**config.mk**
```make
export PLATFORM = sky130hd
export DESIGN_NAME = stable_priority_ready_queue
export DESIGN_NICKNAME = d
export VERILOG_FILES = /design/src/hw/rtl/spq_pkg.sv /design/src/hw/rtl/spq_ram.sv /design/src/hw/rtl/stable_priority_ready_queue.sv
export SDC_FILE = /design/constraint.sdc
export NUM_CORES = 1
export LEC_CHECK = 0
export BUFFER_PORTS_ARGS = -buffer_cell sky130_fd_sc_hd__buf_2
export CAP_MARGIN = 30
export CORE_MARGIN = 4
export CORE_UTILIZATION = 35
export CTS_CLUSTER_DIAMETER = 30
export DETAILED_ROUTE_END_ITERATION = 8
export GPL_ROUTABILITY_DRIVEN = 0
export SLEW_MARGIN = 40
export SYNTH_ARGS = -nofsm -noshare
export SYNTH_HDL_FRONTEND = slang
export SYNTH_SLANG_ARGS = --single-unit
export TNS_END_PERCENT = 1
```
**constraint.sdc**
```tcl
create_clock -name clk -period 3.7 [get_ports clk]
set_input_delay 0.185 -clock clk [delete_from_list [all_inputs] [get_ports clk]]
set_output_delay 0.185 -clock clk [all_outputs]
set_load 0.05 [all_outputs]
```
**src/hw/rtl/spq_pkg.sv**
```systemverilog
// Shared constants and types for the stable priority ready queue.
// No dependencies; imported by the top level.
package spq_pkg;

    // Queue geometry and entry field widths.
    localparam int QUEUE_DEPTH = 16;
    localparam int ID_BITS     = 8;
    localparam int PRIO_BITS   = 8;
    localparam int IDX_W       = $clog2(QUEUE_DEPTH);
    localparam int CNT_W       = $clog2(QUEUE_DEPTH + 1);
    localparam int ENTRY_W     = ID_BITS + PRIO_BITS;

    // Operation codes carried on the func field.
    typedef enum logic {
        FUNC_INSERT  = 1'b0,
        FUNC_EXTRACT = 1'b1
    } func_t;

    // Status codes returned with every result.
    typedef enum logic [1:0] {
        ST_EXTRACTED = 2'd0,
        ST_INSERTED  = 2'd1,
        ST_EMPTY     = 2'd2,
        ST_FULL      = 2'd3
    } status_t;

endpackage

```
**src/hw/rtl/spq_ram.sv**
```systemverilog
// Generic simple dual-port RAM: one write port, one read port with registered data.
// No dependencies.
module spq_ram #(
    parameter int WIDTH = 16,
    parameter int DEPTH = 16
) (
    input  logic                     clk,
    input  logic                     we,
    input  logic [$clog2(DEPTH)-1:0] waddr,
    input  logic [WIDTH-1:0]         wdata,
    input  logic [$clog2(DEPTH)-1:0] raddr,
    output logic [WIDTH-1:0]         rdata
);

    logic [WIDTH-1:0] mem [DEPTH];

    // Write when enabled; read data is registered every cycle.
    always_ff @(posedge clk)
    begin
        if (we)
        begin
            mem[waddr] <= wdata;
        end
        rdata <= mem[raddr];
    end

endmodule

```
**src/hw/rtl/stable_priority_ready_queue.sv**
```systemverilog
// Top level of the stable priority ready queue.
// Depends on spq_pkg and spq_ram.

// The queue holds up to 16 entries (task id and priority) in arrival order in a
// small RAM. An extract walks the RAM once from the oldest entry to find the
// first entry with the smallest priority, then moves every later entry down one
// place to close the gap. The entry RAM has a single read port, so one entry is
// read per cycle. The input is ready only while no operation is in progress, and
// a finished result waits in the output register until it is taken. Extract on
// an empty queue returns status empty and insert into a full queue returns
// status full, both with zero id and priority.
module stable_priority_ready_queue (
    input  logic                         clk,
    input  logic                         rst_n,
    input  logic                         in_valid,
    output logic                         in_ready,
    input  logic                         func,
    input  logic [spq_pkg::ID_BITS-1:0]   task_id,
    input  logic [spq_pkg::PRIO_BITS-1:0] prio,
    output logic                         out_valid,
    input  logic                         out_ready,
    output logic [spq_pkg::ID_BITS-1:0]   out_task_id,
    output logic [spq_pkg::PRIO_BITS-1:0] out_prio,
    output logic [1:0]                   status,
    output logic [spq_pkg::CNT_W-1:0]     occupancy
);

    import spq_pkg::*;

    typedef enum logic [2:0] {
        S_IDLE,
        S_SCAN,
        S_SHIFT_RD,
        S_SHIFT,
        S_FIN
    } state_t;

    state_t               state_reg, state_next;
    logic [CNT_W-1:0]     count_reg, count_next;
    logic [IDX_W-1:0]     scan_idx_reg, scan_idx_next;
    logic [IDX_W-1:0]     best_reg, best_next;
    logic [ID_BITS-1:0]   best_id_reg, best_id_next;
    logic [PRIO_BITS-1:0] best_prio_reg, best_prio_next;
    logic [IDX_W-1:0]     wr_idx_reg, wr_idx_next;
    status_t              res_status_reg, res_status_next;
    logic                 out_valid_reg, out_valid_next;
    logic [ID_BITS-1:0]   out_id_reg, out_id_next;
    logic [PRIO_BITS-1:0] out_prio_reg, out_prio_next;
    status_t              out_status_reg, out_status_next;
    logic [CNT_W-1:0]     out_occ_reg, out_occ_next;

    logic                 ram_we;
    logic [IDX_W-1:0]     ram_waddr;
    logic [ENTRY_W-1:0]   ram_wdata;
    logic [IDX_W-1:0]     ram_raddr;
    logic [ENTRY_W-1:0]   ram_rdata;
    logic [ID_BITS-1:0]   rd_id;
    logic [PRIO_BITS-1:0] rd_prio;
    logic                 in_xfer;
    logic                 out_xfer;

    // Entry storage, packed as id over priority.
    spq_ram #(
        .WIDTH (ENTRY_W),
        .DEPTH (QUEUE_DEPTH)
    ) u_entries (
        .clk   (clk),
        .we    (ram_we),
        .waddr (ram_waddr),
        .wdata (ram_wdata),
        .raddr (ram_raddr),
        .rdata (ram_rdata)
    );

    assign rd_id    = ram_rdata[ENTRY_W-1:PRIO_BITS];
    assign rd_prio  = ram_rdata[PRIO_BITS-1:0];
    assign in_ready = (state_reg == S_IDLE);
    assign in_xfer  = in_valid && in_ready;
    assign out_xfer = out_valid_reg && out_ready;

    // Sequencer: next state, RAM port control and result capture.
    always_comb
    begin
        state_next      = state_reg;
        count_next      = count_reg;
        scan_idx_next   = scan_idx_reg;
        best_next       = best_reg;
        best_id_next    = best_id_reg;
        best_prio_next  = best_prio_reg;
        wr_idx_next     = wr_idx_reg;
        res_status_next = res_status_reg;
        out_valid_next  = out_valid_reg && !out_xfer;
        out_id_next     = out_id_reg;
        out_prio_next   = out_prio_reg;
        out_status_next = out_status_reg;
        out_occ_next    = out_occ_reg;
        ram_we          = 1'b0;
        ram_waddr       = wr_idx_reg;
        ram_wdata       = ram_rdata;
        ram_raddr       = '0;

        case (state_reg)
            S_IDLE:
            begin
                if (in_xfer)
                begin
                    best_id_next   = '0;
                    best_prio_next = '0;
                    if (func == FUNC_INSERT)
                    begin
                        if (count_reg == CNT_W'(QUEUE_DEPTH))
                        begin
                            res_status_next = ST_FULL;
                        end
                        else
                        begin
                            ram_we          = 1'b1;
                            ram_waddr       = count_reg[IDX_W-1:0];
                            ram_wdata       = {task_id, prio};
                            count_next      = count_reg + CNT_W'(1);
                            res_status_next = ST_INSERTED;
                        end
                        state_next = S_FIN;
                    end
                    else if (count_reg == '0)
                    begin
                        res_status_next = ST_EMPTY;
                        state_next      = S_FIN;
                    end
                    else
                    begin
                        // Oldest entry is read first.
                        ram_raddr     = '0;
                        scan_idx_next = '0;
                        state_next    = S_SCAN;
                    end
                end
            end

            S_SCAN:
            begin
                // Strict compare keeps the earliest of equal priorities.
                if (scan_idx_reg == '0 || rd_prio < best_prio_reg)
                begin
                    best_next      = scan_idx_reg;
                    best_id_next   = rd_id;
                    best_prio_next = rd_prio;
                end
                ram_raddr = scan_idx_reg + IDX_W'(1);
                if (CNT_W'(scan_idx_reg) + CNT_W'(1) == count_reg)
                begin
                    state_next = S_SHIFT_RD;
                end
                else
                begin
                    scan_idx_next = scan_idx_reg + IDX_W'(1);
                end
            end

            S_SHIFT_RD:
            begin
                res_status_next = ST_EXTRACTED;
                if (CNT_W'(best_reg) + CNT_W'(1) == count_reg)
                begin
                    // The chosen entry is the newest: nothing to close up.
                    count_next = count_reg - CNT_W'(1);
                    state_next = S_FIN;
                end
                else
                begin
                    ram_raddr   = best_reg + IDX_W'(1);
                    wr_idx_next = best_reg;
                    state_next  = S_SHIFT;
                end
            end

            S_SHIFT:
            begin
                // Move the entry read last cycle down one place.
                ram_we    = 1'b1;
                ram_waddr = wr_idx_reg;
                ram_wdata = ram_rdata;
                ram_raddr = wr_idx_reg + IDX_W'(2);
                if (CNT_W'(wr_idx_reg) + CNT_W'(2) == count_reg)
                begin
                    count_next = count_reg - CNT_W'(1);
                    state_next = S_FIN;
                end
                else
                begin
                    wr_idx_next = wr_idx_reg + IDX_W'(1);
                end
            end

            S_FIN:
            begin
                // Load the output register once it is free.
                if (!out_valid_reg || out_ready)
                begin
                    out_valid_next  = 1'b1;
                    out_id_next     = best_id_reg;
                    out_prio_next   = best_prio_reg;
                    out_status_next = res_status_reg;
                    out_occ_next    = count_reg;
                    state_next      = S_IDLE;
                end
            end

            default:
            begin
                state_next = S_IDLE;
            end
        endcase
    end

    // State and registered outputs.
    always_ff @(posedge clk or negedge rst_n)
    begin
        if (!rst_n)
        begin
            state_reg      <= S_IDLE;
            count_reg      <= '0;
            scan_idx_reg   <= '0;
            best_reg       <= '0;
            best_id_reg    <= '0;
            best_prio_reg  <= '0;
            wr_idx_reg     <= '0;
            res_status_reg <= ST_EMPTY;
            out_valid_reg  <= 1'b0;
            out_id_reg     <= '0;
            out_prio_reg   <= '0;
            out_status_reg <= ST_EMPTY;
            out_occ_reg    <= '0;
        end
        else
        begin
            state_reg      <= state_next;
            count_reg      <= count_next;
            scan_idx_reg   <= scan_idx_next;
            best_reg       <= best_next;
            best_id_reg    <= best_id_next;
            best_prio_reg  <= best_prio_next;
            wr_idx_reg     <= wr_idx_next;
            res_status_reg <= res_status_next;
            out_valid_reg  <= out_valid_next;
            out_id_reg     <= out_id_next;
            out_prio_reg   <= out_prio_next;
            out_status_reg <= out_status_next;
            out_occ_reg    <= out_occ_next;
        end
    end

    assign out_valid   = out_valid_reg;
    assign out_task_id = out_id_reg;
    assign out_prio    = out_prio_reg;
    assign status      = out_status_reg;
    assign occupancy   = out_occ_reg;

endmodule

```
# Word-level counts from Yosys, hierarchy flattened

Memory sizes are Yosys's and may differ from the RTL's. A register that Yosys moved wholly into a read port is not among the register bits.
Cells that the tools add are included.

Memory bits (writable): 256
Input bits: 21
Output and inout port bits: 25
Bits in latches: 0
Word-level logic and storage cells: 118
Register bits after elaboration: 62
Memories kept: 1
ROM bits: 0

Muxes and demuxes: 50
Add/subtract/negate cells: 9
Shift-type cells: 0
Equality and inequality tests: 22
Reductions and logical operators: 22
$lt $le $gt $ge: 1
Div/mod/pow operators: 0
Multiply operators: 0
Bitwise logic cells: 0

Memories:

| name          | depth | bits a word | rd ports | clocked after Yosys merged registers in | write ports | RTL line      | text |
|---|---|---|---|---|---|---|---|
| u_entries.mem | 16    | 16          | 1        | 1                                       | 1           | spq_ram.sv:15 | `logic [WIDTH-1:0] mem [DEPTH];` |

Operators with widths:

| kind                                          | count |
|---|---|
| 2-to-1 mux 16 bit                             | 4 |
| 2-to-1 mux 4 bit                              | 11 |
| one-hot mux 8 bit (2 select lines)            | 2 |
| 2-to-1 mux 5 bit                              | 5 |
| 2-to-1 mux 8 bit                              | 3 |
| inequality test 2 bit, second input constant  | 11 |
| 2-to-1 mux 3 bit                              | 7 |
| one-hot mux 4 bit (2 select lines)            | 2 |
| == test 5 bit                                 | 3 |
| one-hot mux 3 bit (5 select lines)            | 1 |
| one-hot mux 5 bit (3 select lines)            | 1 |
| adder 4 x 1 -> 4 bit, second input constant   | 3 |
| one-hot mux 4 bit (3 select lines)            | 1 |
| adder 4 x 1 -> 5 bit, second input constant   | 2 |
| AND reduction 3 bit                           | 3 |
| < comparator 8 bit                            | 1 |
| 2-to-1 mux 2 bit                              | 4 |
| 2-to-1 mux 1 bit                              | 7 |
| == test 3 x 2 -> 1 bit, second input constant | 2 |
| AND reduction 6 bit                           | 1 |
| nonzero test 2 bit                            | 3 |
| adder 4 x 2 -> 5 bit, second input constant   | 1 |
| adder 5 x 1 -> 5 bit, second input constant   | 1 |
| == test 5 bit, second input constant          | 1 |
| other kinds (18)                              | 24 |

# Depth between registers and ports, before layout

Gate-level depths: netlist (run 1).

Word-level depth: 7
Depth in mapped cells: 12
Gate-level depth less buffers: 9

# Hierarchy

From an unflattened synthesis (run 1), not the netlist that was laid out.

Cells, all modules: 840
Area total of the unflattened synthesis: 13755.7 sq um

By module, submodules not included:

| module                      | seq. area each (sq um) | times used | cells each | area an instance (sq um) |
|---|---|---|---|---|
| spq_ram                     | 8007.7                 | 1          | 432        | 10042.1 |
| stable_priority_ready_queue | 1554.0                 | 1          | 408        | 3713.6 |

# Worst setup path after synthesis (run 1)

Ideal clock, no wire load.

Kind: flip-flop to flip-flop
Start point: register state_reg[1]
End point: memory u_entries.mem[0][0] (enable)
Buffers on the path: 4
Setup time: 388 ps
Stages on the path, launching flop included: 9
Data arrival time: 3731 ps
Period minus slack after synthesis: 4119 ps
Path slack: -419 ps
Required time: 3312 ps
Cell sequence: dfrtp_1 buf_2 clkbuf_1 nor3_1 and3_1 clkbuf_1 buf_1 a21oi_1 nor2_1

Longest elaborated chain between the ends: 6
Elaborated cells between the ends (all ways): 9

RTL lines:

| element                                | RTL line                           | text |
|---|---|---|
| start: declaration                     | stable_priority_ready_queue.sv:38  | `state_t state_reg, state_next;` |
| start signal: assignment               | stable_priority_ready_queue.sv:237 | `state_reg <= state_next;` |
| logical NOT 3 bit (*)                  | stable_priority_ready_queue.sv:77  | `assign in_ready = (state_reg == S_IDLE);` |
| named net in_ready                     | stable_priority_ready_queue.sv:16  | `output logic in_ready,` |
| logical AND 1 bit                      | stable_priority_ready_queue.sv:78  | `assign in_xfer = in_valid && in_ready;` |
| 2-to-1 mux 1 bit                       | stable_priority_ready_queue.sv:105 | `if (in_xfer)` |
| one-hot mux 1 bit (2 select lines)     | stable_priority_ready_queue.sv:102 | `case (state_reg)` |
| 2-to-1 mux 1 bit                       | spq_ram.sv:20                      | `if (we)` |
| 2-to-1 mux 1 bit (implied by the code) | spq_ram.sv:22                      | `mem[waddr] <= wdata;` |
| end: declaration                       | spq_ram.sv:15                      |  |

Mark *: on every way through the listed nets, which the timed path passes. The rest lies on a longest branch.

# Final worst setup path (run 1)

Start point: register best_reg[0]
End point: register u_entries.rdata[1], read port of u_entries.mem

Longest elaborated chain between the ends: 4
Elaborated cells between the ends (all ways): 5

RTL lines:

| element                                | RTL line                           | text |
|---|---|---|
| start: declaration                     | stable_priority_ready_queue.sv:41  | `logic [IDX_W-1:0] best_reg, best_next;` |
| start signal: assignment               | stable_priority_ready_queue.sv:240 | `best_reg <= best_next;` |
| adder 4 x 1 -> 5 bit                   | stable_priority_ready_queue.sv:163 | `if (CNT_W'(best_reg) + CNT_W'(1) == count_reg)` |
| == test 5 bit                          | stable_priority_ready_queue.sv:163 |  |
| 2-to-1 mux 4 bit (*)                   | stable_priority_ready_queue.sv:163 |  |
| one-hot mux 4 bit (3 select lines) (*) | stable_priority_ready_queue.sv:102 |  |
| end: declaration                       | spq_ram.sv:12                      | `output logic [WIDTH-1:0] rdata` |

Mark *: on every way between the ends. The rest lies on a longest branch, timed or not.
A chain may end at the register's enable or synchronous reset.

==> summary.md, run 1 <==
The run finished with clean final reports. The library cells used most frequently in the layout, excluding fill and tap cells, are sky130_fd_sc_hd__edfxtp_1, sky130_fd_sc_hd__nand2_1, sky130_fd_sc_hd__a21oi_1, sky130_fd_sc_hd__clkbuf_16, sky130_fd_sc_hd__dfrtp_1. The core area was 39100 um2; the mean routed wirelength per cell was 20.6 um. After clock tree synthesis, the repair step resized 0 gates.

The worst hold path was traced through 4 stages. Summed over all layers, the global routing overflow is 0. The fraction of layout instances using a drive strength above 1 was 22.3%; the global router's overall resource usage was 16.3%. STA classifies the critical path endpoint as a flip-flop. STA puts the critical path data arrival time at 3.66 ns. The root cell of the clock tree is sky130_fd_sc_hd__clkbuf_16.

In this run, synthesis produced a sequential element count of 334. The share of flip-flops with an asynchronous set or reset was 18.6%; the flip-flop count of the largest register, all copies and words added was 256. Yosys attributes the largest share of cell area to sky130_fd_sc_hd__edfxtp_1, sky130_fd_sc_hd__dfrtp_1, sky130_fd_sc_hd__nand2_1. Number of maximum-capacitance constraint violations: 0. On the worst path, the slowest cell contributes a delay of 0.53 ns. The path with the worst hold slack has its endpoint at state_reg[0]. The die covers 43300 um2.

Timing would allow up to 305 MHz. From synthesis to final layout, the design area changed by 25.2%. The worst register-to-register path ends at u_entries.rdata[1]. Setup violations remaining at the end of the flow were counted as 0.

The area share of the largest cell type after synthesis is 54.9%. More flip-flops sit in one register than any other, and that register is u_entries.mem. The number of max-slew violations in the final report is 0. Of all nets on the critical path, the largest fanout is 24. Total of buffers placed on input and output ports: 45. For the worst-skew pair, the clock arrives at the later sink with an insertion delay of 0.56 ns.

The worst register-to-register path has a depth of 10. The cell area that synthesis handed to floorplanning was 14000 um2. The largest registers in the layout are u_entries.mem (256), u_entries.rdata (16).

STA classifies the critical path startpoint as a flip-flop. For the first-pass GRT wire length, the log shows 54.9 mm. For this run, the detailed router's first-pass iteration total came to 5. The logs give 9168 for the via count of the first global-routing pass and 59 for the number of library cell types mapped by synthesis. The clock transition at the registers of the reported paths works out to 0.04 ns. Most frequent standard cell in the layout excluding fill and tap cells: sky130_fd_sc_hd__edfxtp_1.

The slowest library cell on the worst path was sky130_fd_sc_hd__a2111oi_0. The type of the most critical hold path was in -> reg. The run gives 778 as the starting DRC count in detailed routing.

The per-instance average area after synthesis came out at 13.0 um2. VDD sags by at most 0.000525 V. Via density per instance: 5.24. The clock tree synthesis step divided the H-tree into 3 levels. Cell seen most often among critical-path stages: sky130_fd_sc_hd__mux2i_1. The final antenna diode count came out at 0.

Setup repair after global routing left no endpoint under its margin. For this design, the sink count on the clock tree is 334. The tools report the number of vias after detailed routing as 9204. The site row count was 72.

Walking the worst path, the cells encountered are ha_1 -> or2_2 -> a32oi_2 -> nand3_1 -> a21boi_4 -> buf_4 -> mux2i_1 -> mux2i_1 -> a2111oi_0 -> a221oi_1. Buffers inserted during clock tree synthesis total 73. Among all flip-flop cells after synthesis, the most frequent one is sky130_fd_sc_hd__edfxtp_1. The relative max-transition margin came out at 42.5%. The worst setup path is of the reg -> reg kind. The worst register-to-register path begins at best_reg[0].

In this run the count of I/O pins placed on the die edge is 46. The number of nets in the final layout came out at 1216. The initial core utilization was 35.8%.

For the final routed database, the setup TNS stands at 0 ns. The portion of the clock cycle consumed by the worst path in the final layout was 88.7%. The filler cells instantiated in the layout total 3505. In this run the deepest clock path goes through 3 buffers. Of the synthesized area, sequential elements account for 68.3%. The synthesized design contains 256 enable-type register cells. Summed over all layers, the routed wires come to 36.2 mm. The run gives 0.0255 ns as the clock skew after layout. After legalization and detailed placement, the total HPWL measured 21.4 mm. In this run the register-to-register setup slack is 0.42 ns.

During synthesis, Yosys emitted a total of 0 warnings. The cell leakage power was 6.82 nW; the final number of hold-violating endpoints was 0. After technology mapping, the gate count stands at 1075. The height of the chip was 208 um.

The detail route stage leaves a number of antenna-violating nets equal to 0. Power spread over the standard cell area amounts to 960 nW/um2. Cells fill 44.8% of the core in the end. The worst hold path begins at in_valid. Entering global routing, the biggest net connects 45 pins. The number of nets handed over by synthesis was 1112. Data on the critical path is required at its endpoint by 4.08 ns. The width of the chip is 208 um.

After detailed routing, the number of remaining DRC violations is 0. The worst path needs 3.28 ns of the cycle, external delays included. Of all cell types, the one taking the most synthesized area is sky130_fd_sc_hd__edfxtp_1. TritonCTS built the clock tree.

The pin slew with the least headroom to its limit came out at 0.861 ns. The run gives 2 as the initial antenna violation count.
through the flow:
step | cell area, um2 | worst slack, ns | total power (W) | hold slack, ns | std cells
detailed placement | 15100 | 0.538 | 0.0106 | 0.219 | 1618
finish | 17500 | 0.418 | 0.0168 | 0.169 | 1755
CTS | 17500 | 0.445 | 0.0169 | 0.147 | 1755
global placement | 15000 | 0.525 | 0.0106 | 0.385 | 1618
global route | 17500 | 0.224 | 0.0177 | 0.210 | 1755
floorplan | 14000 | 0.104 | 0.00905 | -0.111 | 1075
worst max path at each step:
stage,cells past startpoint,end,start
after CTS,9,u_entries.rdata[1],count_reg[3]
after detailed placement,9,u_entries.rdata[12],best_reg[0]
after global routing,10,u_entries.rdata[1],best_reg[0]
after floorplan,8,u_entries.mem[0][0],state_reg[1]
final,10,u_entries.rdata[1],best_reg[0]
after global placement,9,u_entries.rdata[2],count_reg[3]
power by group:
part | leakage (nW) | total (W) | internal [W] | switching [W]
sequential | 3.25 | 0.00543 | 0.00500 | 0.000427
combinational | 2.39 | 0.00518 | 0.00182 | 0.00336
clock | 1.18 | 0.00621 | 0.00418 | 0.00202
total | 6.82 | 0.0168 | 0.0110 | 0.00581
critical path: cells and delay by family, from the launching register on:
| kind | cells | cell delay, ns |
|---|---|---|
| AO/OA/AOI/OAI | 4 | 1.12 |
| AND/OR/NAND/NOR | 2 | 0.47 |
| flip-flops | 1 | 0.46 |
| buffers and inverters | 1 | 0.38 |
| multiplexers | 2 | 0.36 |
| adder cells (fa/ha/maj) | 1 | 0.29 |
cell usage after synthesis, types with 5 or more instances:
| master | n |
|---|---|
| sky130_fd_sc_hd__a2111oi_0 | 12 |
| sky130_fd_sc_hd__clkbuf_1 | 31 |
| sky130_fd_sc_hd__nand3_1 | 12 |
| sky130_fd_sc_hd__nor2_1 | 54 |
| sky130_fd_sc_hd__a221oi_1 | 13 |
| sky130_fd_sc_hd__a22o_1 | 28 |
| sky130_fd_sc_hd__xnor2_1 | 11 |
| sky130_fd_sc_hd__xor2_1 | 9 |
| sky130_fd_sc_hd__ha_1 | 15 |
| sky130_fd_sc_hd__dfxtp_1 | 16 |
| sky130_fd_sc_hd__a21oi_1 | 110 |
| sky130_fd_sc_hd__mux2i_1 | 39 |
| sky130_fd_sc_hd__nand2_1 | 196 |
| sky130_fd_sc_hd__nor3_1 | 8 |
| sky130_fd_sc_hd__buf_2 | 26 |
| sky130_fd_sc_hd__o21ai_0 | 27 |
| sky130_fd_sc_hd__buf_4 | 6 |
| sky130_fd_sc_hd__and3_1 | 5 |
| sky130_fd_sc_hd__inv_1 | 17 |
| sky130_fd_sc_hd__a22oi_1 | 21 |
| sky130_fd_sc_hd__dfrtp_1 | 60 |
| sky130_fd_sc_hd__a31oi_1 | 8 |
| sky130_fd_sc_hd__edfxtp_1 | 256 |
| sky130_fd_sc_hd__mux2_2 | 35 |
logic make-up after synthesis:
family | Yosys count | share of synthesized area, %
flip-flops | 334 | 68.3
AND/OR/NAND/NOR | 294 | 8.64
AO/OA/AOI/OAI | 251 | 11.6
buffers and inverters | 84 | 2.75
multiplexers | 74 | 5.60
XOR/XNOR | 22 | 1.57
adder cells (fa/ha/maj) | 16 | 1.48
final cells by class:
cell class / instances / area, um2 / share of cell area (%)
clock buffer: 87 / 1990 / 11.4
clock inverter: 46 / 424 / 2.42
inverter: 17 / 63.8 / 0.364
multi-input combinational: 657 / 4160 / 23.7
sequential: 334 / 9560 / 54.6
tap: 518 / 648 / 3.70
timing repair buffer: 96 / 671 / 3.83
timing repair:
item                      4_1_cts  5_1_grt
setup buffers                   0        0
hold buffers                    4        0
hold endpoints to repair       41        0
per-layer routing:
metal	wire length [um]	track usage [%]	vias to the layer above
met2	17300	26.3	313
met5	0	0	-
met3	2380	3.36	61
met4	774	5.59	0
met1	15700	22.0	4615
li1	-	-	4215
Power figures use the tool's default switching activity.
==> inputs of run 2 (changes only) <==
--- a/config.mk
+++ b/config.mk
@@ -12,7 +12,7 @@
 export CTS_CLUSTER_DIAMETER = 30
 export DETAILED_ROUTE_END_ITERATION = 8
 export GPL_ROUTABILITY_DRIVEN = 0
-export SLEW_MARGIN = 40
+export SLEW_MARGIN = 30
 export SYNTH_ARGS = -nofsm -noshare
 export SYNTH_HDL_FRONTEND = slang
 export SYNTH_SLANG_ARGS = --single-unit
==> constraint.sdc (replaced) <==
create_clock -name clk -period 3.05 [get_ports clk]
set_input_delay 0.1525 -clock clk [delete_from_list [all_inputs] [get_ports clk]]
set_output_delay 0.1525 -clock clk [all_outputs]
set_load 0.05 [all_outputs]
==> run 2 against run 1 <==
  * Critical path depth did not move
  * First-iteration DRC count rose by 12%
  * Clock power rose by 16%
  * Global-route usage fell by 0.20 points
  * Flip-flop and latch count did not move
  * Sequential power rose by 21%
  * Fmax rose by 12%
  * Sequential share of layout area fell by 0.75 points
  * Core utilization rose by 0.62 points
  * Highest routed layer unchanged
  * Worst hold slack got worse by 0.013 ns
  * Wire length fell by 1.5%
  * Largest cell class unchanged
  * Non-clock buffer count rose by 13
==> summary.md, run 2 (same netlist as run 1, synthesis figures left out) <==
The relative max-transition margin is 49.4% (was 42.5%), and the fraction of layout instances using a drive strength above 1 is 23.0% (was 22.3%). The start-to-end type of the worst setup path was reg -> reg (unchanged). Most used cells in the layout excluding fill and tap cells: sky130_fd_sc_hd__edfxtp_1, sky130_fd_sc_hd__nand2_1, sky130_fd_sc_hd__a21oi_1, sky130_fd_sc_hd__clkbuf_16, sky130_fd_sc_hd__dfrtp_1 (unchanged). TritonCTS built the clock tree.

The total power divided by cell area is 1150 nW/um2 (was 960 nW/um2), and the maximum number of buffers from clock root to sink is 3 (unchanged). The width of the chip is 208 um (unchanged), and the final antenna diode count is 0 (unchanged). For the total DRC errors in the routed layout, the log shows 0 (unchanged). Slowest library cell on the worst path: sky130_fd_sc_hd__a2111oi_1 (was sky130_fd_sc_hd__a2111oi_0). Total congestion overflow: 0 (unchanged).

Critical path required time: 3.46 ns (was 4.08 ns). For the count of final setup violators, the log shows 0 (unchanged). The total number of H-tree levels came out at 3 (unchanged). For the core area, the log shows 39100 um2 (unchanged). The delay of the slowest cell on the worst path was 0.45 ns (was 0.53 ns).

The number of top-level pins was 46 (unchanged). The tools report the worst supply voltage drop on vdd as 0.000740 V (was 0.000525 V). The clock latency on the worst-skew pair is 0.55 ns (was 0.56 ns). Root cell of the clock tree: sky130_fd_sc_hd__clkbuf_16 (unchanged). The detailed placer's ending HPWL is 21.1 mm (was 21.4 mm). The number of nets in the final layout is 1222 (was 1216), and the maximum fanout count along the critical path is 28 (was 24). The number of buffers added by the clock tree synthesis step was 66 (was 73); the initial core utilization was 35.8% (unchanged).

The launching element type of the critical path was a flip-flop (unchanged). Die area: 43300 um2 (unchanged). Critical Path, Cell by Cell: ha_1 -> or2_2 -> a32oi_2 -> nand3_2 -> a21boi_4 -> buf_12 -> mux2i_1 -> mux2i_1 -> a2111oi_1 -> a221oi_1 (was ha_1 -> or2_2 -> a32oi_2 -> nand3_1 -> a21boi_4 -> buf_4 -> mux2i_1 -> mux2i_1 -> a2111oi_0 -> a221oi_1). The flip-flop count of the largest register, all copies and words added was 256 (unchanged); the global router's overall resource usage was 16.1% (was 16.3%). Setup repair after global routing left no endpoint under its margin.

The number of vias after detailed routing is 9151 (was 9204), and the first-pass GRT wire length is 54.3 mm (was 54.9 mm). Biggest registers after layout: u_entries.mem (256), u_entries.rdata (16) (unchanged). Portion of the clock cycle consumed by the worst path in the final layout: 95.8% (was 88.7%). For the starting DRC count in detailed routing, the log shows 869 (was 778).

The smallest hold slack was 0.156 ns (was 0.169 ns); the total of buffers placed on input and output ports was 45 (unchanged). The total iterations of the first detailed-routing run was 7 (was 5); the pin slew with the least headroom to its limit was 0.759 ns (was 0.861 ns). Final number of hold-violating endpoints: 0 (unchanged). Timing-limited maximum frequency: 342 MHz (was 305 MHz). The largest net degree at the start of global routing is 57 (was 45).

The layout overhead on the synthesized area is 26.9% (was 25.2%), and the number of max-slew violations in the final report is 0 (unchanged). The mean routed wirelength per cell is 20.3 um (was 20.6 um). For the filler cell count, the log shows 3464 (was 3505). The via density per instance works out to 5.21 (was 5.24). The data arrival time at the worst-slack endpoint came out at 3.33 ns (was 3.66 ns). The clock transition at the registers of the reported paths came out at 0.04 ns (about the same).

The most frequent standard cell in the layout excluding fill and tap cells is sky130_fd_sc_hd__edfxtp_1 (unchanged). The height of the chip works out to 208 um (unchanged). The cell leakage power is 6.90 nW (was 6.82 nW), and the clock skew after layout is 0.0283 ns (was 0.0255 ns). The sum of internal, switching and leakage power was 0.0204 W (was 0.0168 W). Cell seen most often among critical-path stages: sky130_fd_sc_hd__mux2i_1 (unchanged). The type of the most critical hold path was in -> reg (unchanged). The tools report the number of maximum-capacitance constraint violations as 0 (unchanged).

The run gives 9109 (was 9168) as the via count of the first global-routing pass. The tools report the count of buffers added by post-CTS timing repair for setup as 0 (unchanged). The flow ran to the end, and the final reports show no timing, DRC or antenna violations.

The tools report the endpoint class of the critical path as a flip-flop (unchanged). For the initial antenna violation count, the log shows 3 (was 2). The register with the highest flop count was u_entries.mem (unchanged). Detailed-route wire length: 35.7 mm (was 36.2 mm). The remaining number of nets flagged by the antenna check after routing was 0 (unchanged); the site row count was 72 (unchanged). The clock period minus worst slack came out at 2.92 ns (was 3.28 ns). The total clock sinks was 334 (unchanged).
run 2: cell count changes in the layout (fill, tap and decap cells not counted), sizes merged:
cell,before,now
buf,92,105
bufinv,5,9
clkbuf,87,81
clkinv,31,21
clkinvlp,6,2
inv,21,25
run 2: path summary, 6_finish.rpt:
kind | from | slack, ns | cells past startpoint | to
worst max-delay path | best_reg[1] | 0.13 | 10 | u_entries.rdata[8]
worst min-delay path | in_valid | 0.16 | 4 | state_reg[0]
worst max register to register | best_reg[1] | 0.13 | 10 | u_entries.rdata[8]
worst min register to register | out_prio[5] | 0.47 | 2 | out_prio[5]
max in group asynchronous | rst_n | 2.04 | 3 | status[1]
min in group asynchronous | rst_n | 0.23 | 2 | state_reg[1]
run 2: repair_timing:
item,CTS,global route
hold endpoints to repair,33,0
pin swaps,0,1
cloned,0,0
endpoints found under the setup margin,3,10
gates resized for setup,3,12
hold buffers,4,0
run 2: layer usage:
| metal | track usage [%] | vias to the layer above | share of wire [%] |
|---|---|---|---|
| met2 | 25.7 | 307 | 47 |
| li1 | - | 4233 | - |
| met1 | 22.4 | 4541 | 44 |
| met3 | 2.80 | 70 | 5.9 |
| met4 | 5.57 | 0 | 2.4 |
| met5 | 0 | - | 0 |
run 2: cell type report:
class | count | area [um2] | area share [%]
inverter | 17 | 63.8 | 0.359
multi-input combinational | 657 | 4200 | 23.6
tap | 518 | 648 | 3.65
timing repair buffer | 109 | 1040 | 5.83
clock inverter | 40 | 494 | 2.78
sequential | 334 | 9560 | 53.8
clock buffer | 81 | 1760 | 9.90
run 2: metrics by stage:
stage	TNS [ns]	utilization (%)	worst slack, ns	cells	instance area (um2)
3_5_place_dp	-0.0833	39.4	-0.0499	1630	15400
5_1_grt	0	45.4	0.00381	1756	17800
6_report	0	45.4	0.128	1756	17800
2_1_floorplan	-9.35	-	-0.118	1075	14000
3_3_place_gp	0	39.4	0.121	1630	15400
4_1_cts	0	45.3	0.0382	1755	17700
run 2: power by group:
| group | switching, W | total, W | internal (W) |
|---|---|---|---|
| sequential | 0.000500 | 0.00656 | 0.00606 |
| combinational | 0.00413 | 0.00661 | 0.00248 |
| clock | 0.00234 | 0.00723 | 0.00488 |
| total | 0.00698 | 0.0204 | 0.0134 |
run 2: worst max-delay path, delay by kind of cell, from the launching register on:
kind,cells,cell delay [ns]
AOI/OAI and AO/OA,4,1.12
adders and majority gates,1,0.25
buffers and inverters,1,0.25
DFF,1,0.41
muxes,2,0.29
and+or+nand+nor,2,0.46
